## config.mk

```make
export PLATFORM = sky130hd
export DESIGN_NAME = circular_queue_set_with_compare
export DESIGN_NICKNAME = d
export VERILOG_FILES = /design/src/rtl/cqsc_pkg.sv /design/src/rtl/cqsc_ram.sv /design/src/rtl/circular_queue_set_with_compare.sv
export SDC_FILE = /design/constraint.sdc
export NUM_CORES = 2
export LEC_CHECK = 0
export BUFFER_PORTS_ARGS = -buffer_cell sky130_fd_sc_hd__clkbuf_2
export CAP_MARGIN = 20
export CORE_UTILIZATION = 50
export DETAILED_ROUTE_END_ITERATION = 10
export PLACE_DENSITY = 0.65
export RECOVER_POWER = 25
export SYNTH_ARGS = -nofsm -noshare
export SYNTH_HDL_FRONTEND = slang
export SYNTH_SLANG_ARGS = --single-unit
```

## constraint.sdc

```tcl
create_clock -name clk -period 9.4 [get_ports clk]
set_clock_uncertainty 0.15 [all_clocks]
set_input_delay 0.47 -clock clk [delete_from_list [all_inputs] [get_ports clk]]
set_output_delay 0.47 -clock clk [all_outputs]
set_load 0.01 [all_outputs]
```

## src/rtl/cqsc_pkg.sv

```systemverilog
`default_nettype none

package cqsc_pkg;

  // default build sizes
  localparam int DEF_QUEUE_DEPTH = 16;
  localparam int DEF_NUM_QUEUES  = 4;

  // field widths
  localparam int CMD_W  = 2;
  localparam int SEL_W  = 2;
  localparam int WORD_W = 32;
  localparam int CAP_W  = 5;
  localparam int STAT_W = 2;

  // stream data widths, padded to whole bytes
  localparam int IN_FIELDS_W  = CMD_W + SEL_W + SEL_W + WORD_W;
  localparam int IN_TDATA_W   = ((IN_FIELDS_W + 7) / 8) * 8;
  localparam int IN_PAD_W     = IN_TDATA_W - IN_FIELDS_W;
  localparam int OUT_FIELDS_W = STAT_W + WORD_W + 1;
  localparam int OUT_TDATA_W  = ((OUT_FIELDS_W + 7) / 8) * 8;
  localparam int OUT_PAD_W    = OUT_TDATA_W - OUT_FIELDS_W;

  typedef enum logic [CMD_W-1:0] {
    CMD_ENQ = 2'd0,
    CMD_DEQ = 2'd1,
    CMD_CMP = 2'd2,
    CMD_NOP = 2'd3
  } cmd_t;

  localparam logic [STAT_W-1:0] ST_DONE  = 2'd0;
  localparam logic [STAT_W-1:0] ST_FULL  = 2'd1;
  localparam logic [STAT_W-1:0] ST_EMPTY = 2'd2;

endpackage

`default_nettype wire

```

## src/rtl/cqsc_ram.sv

```systemverilog
`default_nettype none

module cqsc_ram #(
  parameter int WIDTH = 32,
  parameter int DEPTH = 64
) (
  input  wire logic                     clk,
  input  wire logic                     we,
  input  wire logic [$clog2(DEPTH)-1:0] waddr,
  input  wire logic [WIDTH-1:0]         wdata,
  input  wire logic [$clog2(DEPTH)-1:0] raddr_a,
  input  wire logic [$clog2(DEPTH)-1:0] raddr_b,
  output logic      [WIDTH-1:0]         rdata_a,
  output logic      [WIDTH-1:0]         rdata_b
);

  logic [WIDTH-1:0] mem [DEPTH];

  always_ff @(posedge clk) begin
    if (we) begin
      mem[waddr] <= wdata;
    end
    rdata_a <= mem[raddr_a];
    rdata_b <= mem[raddr_b];
  end

endmodule

`default_nettype wire

```

## src/rtl/circular_queue_set_with_compare.sv

```systemverilog
// channel  dir  handshake                fields
// in_      in   in_tvalid / in_tready    cmd, queue_sel, other_sel, push_value
// out_     out  out_tvalid / out_tready  status, pop_value, identical
// cfg_     in   cfg_valid / cfg_ready    queue_capacity
//
// commands pass load_a, load_b, op and fin; dequeue of a non-empty queue adds a pop
// state, and compare adds walk and drain states unless counts differ or both are empty;
// the walk reads one entry of each ring per cycle through both read ports of the ram.
// one command is in flight at a time; in_tready is high only while the sequencer idles.
// a finished result waits in the output register while the next command is taken.
// reset: all queues empty, capacity at full depth, no clearing pass.
`default_nettype none

module circular_queue_set_with_compare #(
  parameter int QUEUE_DEPTH = cqsc_pkg::DEF_QUEUE_DEPTH,
  parameter int NUM_QUEUES  = cqsc_pkg::DEF_NUM_QUEUES
) (
  input  wire logic                             clk,
  input  wire logic                             rst_n,
  input  wire logic                             in_tvalid,
  output logic                                  in_tready,
  // [1:0] cmd, [3:2] queue_sel, [5:4] other_sel, [37:6] push_value, rest zero
  input  wire logic [cqsc_pkg::IN_TDATA_W-1:0]  in_tdata,
  output logic                                  out_tvalid,
  input  wire logic                             out_tready,
  // [1:0] status, [33:2] pop_value, [34] identical, rest zero
  output logic      [cqsc_pkg::OUT_TDATA_W-1:0] out_tdata,
  input  wire logic                             cfg_valid,
  output logic                                  cfg_ready,
  input  wire logic [cqsc_pkg::CAP_W-1:0]       cfg_data
);

  localparam int PW = $clog2(QUEUE_DEPTH);
  localparam int CW = $clog2(QUEUE_DEPTH + 1);
  localparam int QW = $clog2(NUM_QUEUES);
  localparam int RAM_DEPTH = NUM_QUEUES * QUEUE_DEPTH;
  localparam int AW = $clog2(RAM_DEPTH);
  localparam int WW = cqsc_pkg::WORD_W;
  localparam int SW = cqsc_pkg::SEL_W;

  typedef enum logic [2:0] {
    S_IDLE, S_LOAD_A, S_LOAD_B, S_OP, S_POP, S_WALK, S_DRAIN, S_FIN
  } state_t;

  state_t state_r, state_nxt;
  cqsc_pkg::cmd_t cmd_r, cmd_nxt;
  logic [SW-1:0] qa_r, qa_nxt, qb_r, qb_nxt;
  logic [WW-1:0] word_r, word_nxt;
  logic [PW-1:0] ha_r, ha_nxt, hb_r, hb_nxt, pa_r, pa_nxt, pb_r, pb_nxt;
  logic [CW-1:0] ca_r, ca_nxt, cb_r, cb_nxt, left_r, left_nxt;
  logic cmpv_r, cmpv_nxt, miss_r, miss_nxt;
  logic [cqsc_pkg::STAT_W-1:0] res_status_r, res_status_nxt;
  logic [WW-1:0] res_pop_r, res_pop_nxt;
  logic res_same_r, res_same_nxt;
  logic out_valid_r, out_valid_nxt;
  logic [cqsc_pkg::OUT_TDATA_W-1:0] out_data_r, out_data_nxt;
  logic [CW-1:0] cap_r, cap_nxt;
  logic [PW-1:0] head_r [NUM_QUEUES];
  logic [PW-1:0] head_nxt [NUM_QUEUES];
  logic [CW-1:0] cnt_r [NUM_QUEUES];
  logic [CW-1:0] cnt_nxt [NUM_QUEUES];

  logic ram_we;
  logic [AW-1:0] ram_waddr, ram_raddr_a, ram_raddr_b;
  logic [WW-1:0] ram_wdata, ram_rdata_a, ram_rdata_b;

  logic [SW-1:0] sel_q;
  logic sel_ok, qa_ok, qb_ok;
  logic [PW-1:0] rd_head;
  logic [CW-1:0] rd_cnt;
  logic [31:0] cfg_ext;

  // position after stepping on by inc, wrapped at the capacity (stays below 2*cap)
  function automatic logic [PW-1:0] wrap_add(input logic [PW-1:0] pos,
                                             input logic [CW-1:0] inc,
                                             input logic [CW-1:0] cap);
    logic [CW:0] sum;
    sum = (CW+1)'(pos) + (CW+1)'(inc);
    if (sum >= (CW+1)'(cap)) begin
      sum = sum - (CW+1)'(cap);
    end
    return PW'(sum);
  endfunction

  function automatic logic [AW-1:0] ram_addr(input logic [SW-1:0] q,
                                             input logic [PW-1:0] pos);
    logic [31:0] a;
    a = 32'(q) * 32'(QUEUE_DEPTH) + 32'(pos);
    return AW'(a);
  endfunction

  cqsc_ram #(
    .WIDTH (WW),
    .DEPTH (RAM_DEPTH)
  ) u_ram (
    .clk     (clk),
    .we      (ram_we),
    .waddr   (ram_waddr),
    .wdata   (ram_wdata),
    .raddr_a (ram_raddr_a),
    .raddr_b (ram_raddr_b),
    .rdata_a (ram_rdata_a),
    .rdata_b (ram_rdata_b)
  );

  assign in_tready  = (state_r == S_IDLE);
  assign cfg_ready  = 1'b1;
  assign out_tvalid = out_valid_r;
  assign out_tdata  = out_data_r;

  assign qa_ok = (32'(qa_r) < 32'(NUM_QUEUES));
  assign qb_ok = (32'(qb_r) < 32'(NUM_QUEUES));

  // one read of the pointer tables per cycle: first queue, then second
  assign sel_q   = (state_r == S_LOAD_B) ? qb_r : qa_r;
  assign sel_ok  = (32'(sel_q) < 32'(NUM_QUEUES));
  assign rd_head = sel_ok ? head_r[QW'(sel_q)] : '0;
  assign rd_cnt  = sel_ok ? cnt_r[QW'(sel_q)] : '0;
  assign cfg_ext = 32'(cfg_data);

  always_comb begin
    state_nxt      = state_r;
    cmd_nxt        = cmd_r;
    qa_nxt         = qa_r;
    qb_nxt         = qb_r;
    word_nxt       = word_r;
    ha_nxt         = ha_r;
    hb_nxt         = hb_r;
    ca_nxt         = ca_r;
    cb_nxt         = cb_r;
    pa_nxt         = pa_r;
    pb_nxt         = pb_r;
    left_nxt       = left_r;
    cmpv_nxt       = cmpv_r;
    miss_nxt       = miss_r;
    res_status_nxt = res_status_r;
    res_pop_nxt    = res_pop_r;
    res_same_nxt   = res_same_r;
    out_valid_nxt  = out_valid_r;
    out_data_nxt   = out_data_r;
    cap_nxt        = cap_r;
    head_nxt       = head_r;
    cnt_nxt        = cnt_r;
    ram_we         = 1'b0;
    ram_waddr      = ram_addr(qa_r, wrap_add(ha_r, ca_r, cap_r));
    ram_wdata      = word_r;
    ram_raddr_a    = ram_addr(qa_r, pa_r);
    ram_raddr_b    = ram_addr(qb_r, pb_r);

    if (out_valid_r && out_tready) begin
      out_valid_nxt = 1'b0;
    end

    case (state_r)
      S_IDLE: begin
        if (in_tvalid) begin
          cmd_nxt   = cqsc_pkg::cmd_t'(in_tdata[1:0]);
          qa_nxt    = in_tdata[3:2];
          qb_nxt    = in_tdata[5:4];
          word_nxt  = in_tdata[37:6];
          state_nxt = S_LOAD_A;
        end
      end
      S_LOAD_A: begin
        ha_nxt    = rd_head;
        ca_nxt    = rd_cnt;
        state_nxt = S_LOAD_B;
      end
      S_LOAD_B: begin
        hb_nxt    = rd_head;
        cb_nxt    = rd_cnt;
        state_nxt = S_OP;
      end
      S_OP: begin
        res_status_nxt = cqsc_pkg::ST_DONE;
        res_pop_nxt    = '0;
        res_same_nxt   = 1'b0;
        state_nxt      = S_FIN;
        case (cmd_r)
          cqsc_pkg::CMD_ENQ: begin
            if (qa_ok) begin
              if (ca_r >= cap_r) begin
                res_status_nxt = cqsc_pkg::ST_FULL;
              end else begin
                ram_we                = 1'b1;
                cnt_nxt[QW'(qa_r)]    = ca_r + CW'(1);
              end
            end
          end
          cqsc_pkg::CMD_DEQ: begin
            if (qa_ok) begin
              if (ca_r == '0) begin
                res_status_nxt = cqsc_pkg::ST_EMPTY;
                res_pop_nxt    = '1;
              end else begin
                ram_raddr_a        = ram_addr(qa_r, ha_r);
                head_nxt[QW'(qa_r)] = wrap_add(ha_r, CW'(1), cap_r);
                cnt_nxt[QW'(qa_r)]  = ca_r - CW'(1);
                state_nxt          = S_POP;
              end
            end
          end
          cqsc_pkg::CMD_CMP: begin
            if (qa_ok && qb_ok) begin
              if (ca_r != cb_r) begin
                res_same_nxt = 1'b0;
              end else if (ca_r == '0) begin
                res_same_nxt = 1'b1;
              end else begin
                pa_nxt    = ha_r;
                pb_nxt    = hb_r;
                left_nxt  = ca_r;
                cmpv_nxt  = 1'b0;
                miss_nxt  = 1'b0;
                state_nxt = S_WALK;
              end
            end
          end
          default: begin
          end
        endcase
      end
      S_POP: begin
        res_pop_nxt = ram_rdata_a;
        state_nxt   = S_FIN;
      end
      S_WALK: begin
        // issue one pair of reads and check the previous pair, which the ram now returns
        if (cmpv_r && (ram_rdata_a != ram_rdata_b)) begin
          miss_nxt = 1'b1;
        end
        pa_nxt   = wrap_add(pa_r, CW'(1), cap_r);
        pb_nxt   = wrap_add(pb_r, CW'(1), cap_r);
        left_nxt = left_r - CW'(1);
        cmpv_nxt = 1'b1;
        if (left_r == CW'(1)) begin
          state_nxt = S_DRAIN;
        end
      end
      S_DRAIN: begin
        res_same_nxt = !(miss_r || (ram_rdata_a != ram_rdata_b));
        state_nxt    = S_FIN;
      end
      S_FIN: begin
        if (!out_valid_r || out_tready) begin
          out_valid_nxt = 1'b1;
          out_data_nxt  = {{cqsc_pkg::OUT_PAD_W{1'b0}}, res_same_r, res_pop_r, res_status_r};
          state_nxt     = S_IDLE;
        end
      end
      default: begin
        state_nxt = S_IDLE;
      end
    endcase

    // capacity write empties every queue
    if (cfg_valid) begin
      if (cfg_ext == 32'd0) begin
        cap_nxt = CW'(1);
      end else if (cfg_ext > 32'(QUEUE_DEPTH)) begin
        cap_nxt = CW'(QUEUE_DEPTH);
      end else begin
        cap_nxt = CW'(cfg_ext);
      end
      for (int i = 0; i < NUM_QUEUES; i++) begin
        head_nxt[i] = '0;
        cnt_nxt[i]  = '0;
      end
    end
  end

  always_ff @(posedge clk) begin
    if (!rst_n) begin
      state_r     <= S_IDLE;
      out_valid_r <= 1'b0;
      cap_r       <= CW'(QUEUE_DEPTH);
      for (int i = 0; i < NUM_QUEUES; i++) begin
        head_r[i] <= '0;
        cnt_r[i]  <= '0;
      end
    end else begin
      state_r      <= state_nxt;
      cmd_r        <= cmd_nxt;
      qa_r         <= qa_nxt;
      qb_r         <= qb_nxt;
      word_r       <= word_nxt;
      ha_r         <= ha_nxt;
      hb_r         <= hb_nxt;
      ca_r         <= ca_nxt;
      cb_r         <= cb_nxt;
      pa_r         <= pa_nxt;
      pb_r         <= pb_nxt;
      left_r       <= left_nxt;
      cmpv_r       <= cmpv_nxt;
      miss_r       <= miss_nxt;
      res_status_r <= res_status_nxt;
      res_pop_r    <= res_pop_nxt;
      res_same_r   <= res_same_nxt;
      out_valid_r  <= out_valid_nxt;
      out_data_r   <= out_data_nxt;
      cap_r        <= cap_nxt;
      head_r       <= head_nxt;
      cnt_r        <= cnt_nxt;
    end
  end

endmodule

`default_nettype wire

```

==> metrics.txt <==
Max Cap Viol 22; Total Routed Length 360200 um; Peak VDD IR 0.2146 mV; crit path cell chain ha_1 -> inv_1 -> fa_1 -> inv_1 -> ha_1 -> a21bo_2 -> a21o_1 -> a21o_1 -> a221oi_2 -> mux2i_1 -> nand3_1 -> nor2_4 -> buf_4; count of input and output buffers 84; synthesized area per cell 17.37 um^2; pre-CTS setup slack 2.592 ns; Hold EP ram_wdata[30]; drt pass-1 iters 6; post-synthesis register bit count 2298; Worst path depth 13; GRT Util Overall 0.3376; Leak 39.38 nW; Worst Tran Pin Value 3.010 ns; top-area cell type share of the netlist area 0.6258; IO Pins 93; placed cells 8645; Final Max Slew Viols 1430; hold bufs inserted after CTS 55; slowest stage cell, crit path nor2_4; worst hold path type in -> reg; ys async rst share 0; H-tree depth 4; Yosys warning count 0; Worst R2R Start ha_r[0]; reg2reg end u_ram.mem[35][20]; power density over the cells 184.3 nW/um^2; Post-Synth Adder-Cell Area 0.005599; core area 207900 um^2; Worst Path Required 9.76 ns; Root Buffer clkbuf_16; post-route clock period utilization 0.7465; Die Footprint 211900 um^2; CP startpoint kind flip-flop; DP HPWL 203600 um; largest family of logic cells by synthesized area multiplexers; Post-synth EDFFs 2189; die width 460.3 um; slowest stage delay, CP 1.24 ns; Hold Vio Cnt, Final 0; xor/xnor share of the synthesized area 0.005086; Residual DRC 0; flop-to-flop setup slack 2.38 ns; num rows 167; clock buffer depth 3; CTS Sinks 2298; critical path class reg -> reg; sequential-to-total area share from yosys stat 0.6466; leading area contributor after synthesis edfxtp_1; post-place instance area 109500 um^2; wire per inst 39.34 um; area grow syn2layout 12.29%; Final min period 7.017 ns; vias in the first global route 63010; outcome finished, violations left; synth unique cells 65; delay-heaviest family, CP simple AND/OR/NAND/NOR gates; largest net degree at the start of global routing 123; vias per inst 7.209; CP arrival 7.38 ns; TritonCTS Buffers 234; hold_sp in_tdata[36]; Max Fclk 0.1425 GHz; post-layout worst setup margin 2.383 ns; leading post-synthesis cells by cell area edfxtp_1 63%, mux4_2 14%, mux2i_1 8.6%, dfxtp_1 2.1%, o22ai_1 1.6%; commonest non-fill, non-tap cell in the layout edfxtp_1; antenna violations before repair 19; Primary FF master, synth edfxtp_1; worst path bufs/invs 3; unrepaired setup endpoints after global routing no; Die Height 460.3 um; Worst-path clk slew 0.06 ns; post-route design area 117900 um^2; share of cells above drive strength 1 0.2269; cells after synthesis 6048; commonest non-fill, non-tap cells in the layout 2189 x edfxtp_1, 896 x mux2i_1, 675 x mux4_2; failing checks max-capacitance violations, max-slew violations; Post-Layout Cell Count 9156; first-pass GRT wire length 494600 um; CTS tree done; Post-Route Setup TNS 0 ns; worst-path fanout max 17; Skew-Pair Late Insertion Delay 0.91 ns; Hold Path Depth 2; critical path capture point type flip-flop; Synth Area in Compound Gates 0.05628; post-route ant nets 0; DRT iter0 DRCs 11390; remaining global-route overflow 0; fin nets 6247; Initial Utilization 0.5052; Vias 66010; Reg2Reg Depth 13; Simple-Gate Fraction of Synth Area 0.03272; gpl congestion 0.8806; mux cell area share after synthesis 0.2324; Slew Limit Headroom -1.006; post-CTS setup buffer count 0; final setup violating endpoints 0; post-CTS sizing 0; synthesized area 105000 um^2
-- cells in the mapped netlist, types with 18 or more instances --
cell type and count:
nor2b_1 18, ha_1 39, clkbuf_1 257, nor2_1 105, a221o_1 29, inv_1 25, nand2_1 145, nand3_1 33
nor4_1 189, o21ai_0 237, mux4_2 675, edfxtp_1 2189, a21o_1 27, a31o_2 33, o22ai_1 261, mux2i_1 899
a21boi_0 90, buf_1 61, and3_1 97, o221ai_1 125, dfxtp_1 109, xnor2_1 52, buf_4 22, buf_2 138
a21oi_1 57
-- layer usage --
layer | global-route usage | up-vias | routed length (um)
li1 | - | 25550 | -
met2 | 0.5002 | 5223 | 159000
met5 | 0 | - | 83
met3 | 0.08284 | 888 | 47850
met4 | 0.1632 | 10 | 19520
met1 | 0.4687 | 34340 | 133700
-- flip-flops by register name, summed over array words and instances, names as in the netlist, 5 cells and up --
name           flops
cnt_r             20
out_tdata         35
cb_r               5
u_ram.rdata_b     32
left_r             5
res_pop_r         32
u_ram.rdata_a     32
ca_r               5
head_r            16
ram_wdata         32
u_ram.mem       2048
cap_r              5
-- through the flow --
stage	power (mW)	hold WS, ns	utilization
3_3_place_gp	12.30	0.2579	0.5256
4_1_cts	21.74	0.07705	0.5671
3_5_place_dp	12.31	0.2557	0.5267
2_1_floorplan	11.94	0.2503	-
5_1_grt	22.17	0.1113	0.5672
6_report	21.74	0.1316	0.5673
-- report_power, final --
part / internal, mW / switching, mW / total, mW
clock network: 5.53 / 4.07 / 9.59
registers: 11.3 / 0.0833 / 11.4
logic: 0.235 / 0.566 / 0.801
total: 17.0 / 4.72 / 21.7
-- how the worst max path moves through the flow --
stage	from	to
final	ha_r[0]	u_ram.mem[35][20]
after global routing	ha_r[0]	u_ram.mem[35][22]
after CTS	ha_r[0]	u_ram.mem[35][22]
after detailed placement	ha_r[0]	u_ram.mem[35][1]
after global placement	ha_r[0]	u_ram.mem[35][10]
after floorplan	ha_r[1]	u_ram.mem[6][0]
-- worst reg2reg max path, stage by stage, from the launching register on --
cell and delay, ns:
edfxtp_1 0.54, ha_1 0.24, inv_1 0.06, fa_1 0.66, inv_1 0.09, ha_1 0.31
a21bo_2 0.22, a21o_1 0.18, a21o_1 0.19, a221oi_2 0.69, mux2i_1 0.65, nand3_1 0.75
nor2_4 1.24, buf_4 0.64
-- cell type report --
type | count | area, um^2
Antenna cell | 9 | 22.52
Clock buffer | 295 | 6302
Clock inverter | 147 | 1556
Fill cell | 15670 | 89960
Inverter | 25 | 93.84
Multi-Input combinational cell | 3242 | 35590
Sequential cell | 2298 | 67920
Tap cell | 2788 | 3488
Timing Repair Buffer | 352 | 2980
-- cells by family after synthesis --
group,Yosys count
DFF,2298
muxes,1592
AOI/OAI and AO/OA,890
and+or+nand+nor,649
buffers and inverters,512
xor gates and xnor gates,61
adders and majority gates,44
other,2
No activity file was read; power rests on OpenSTA's default activity.
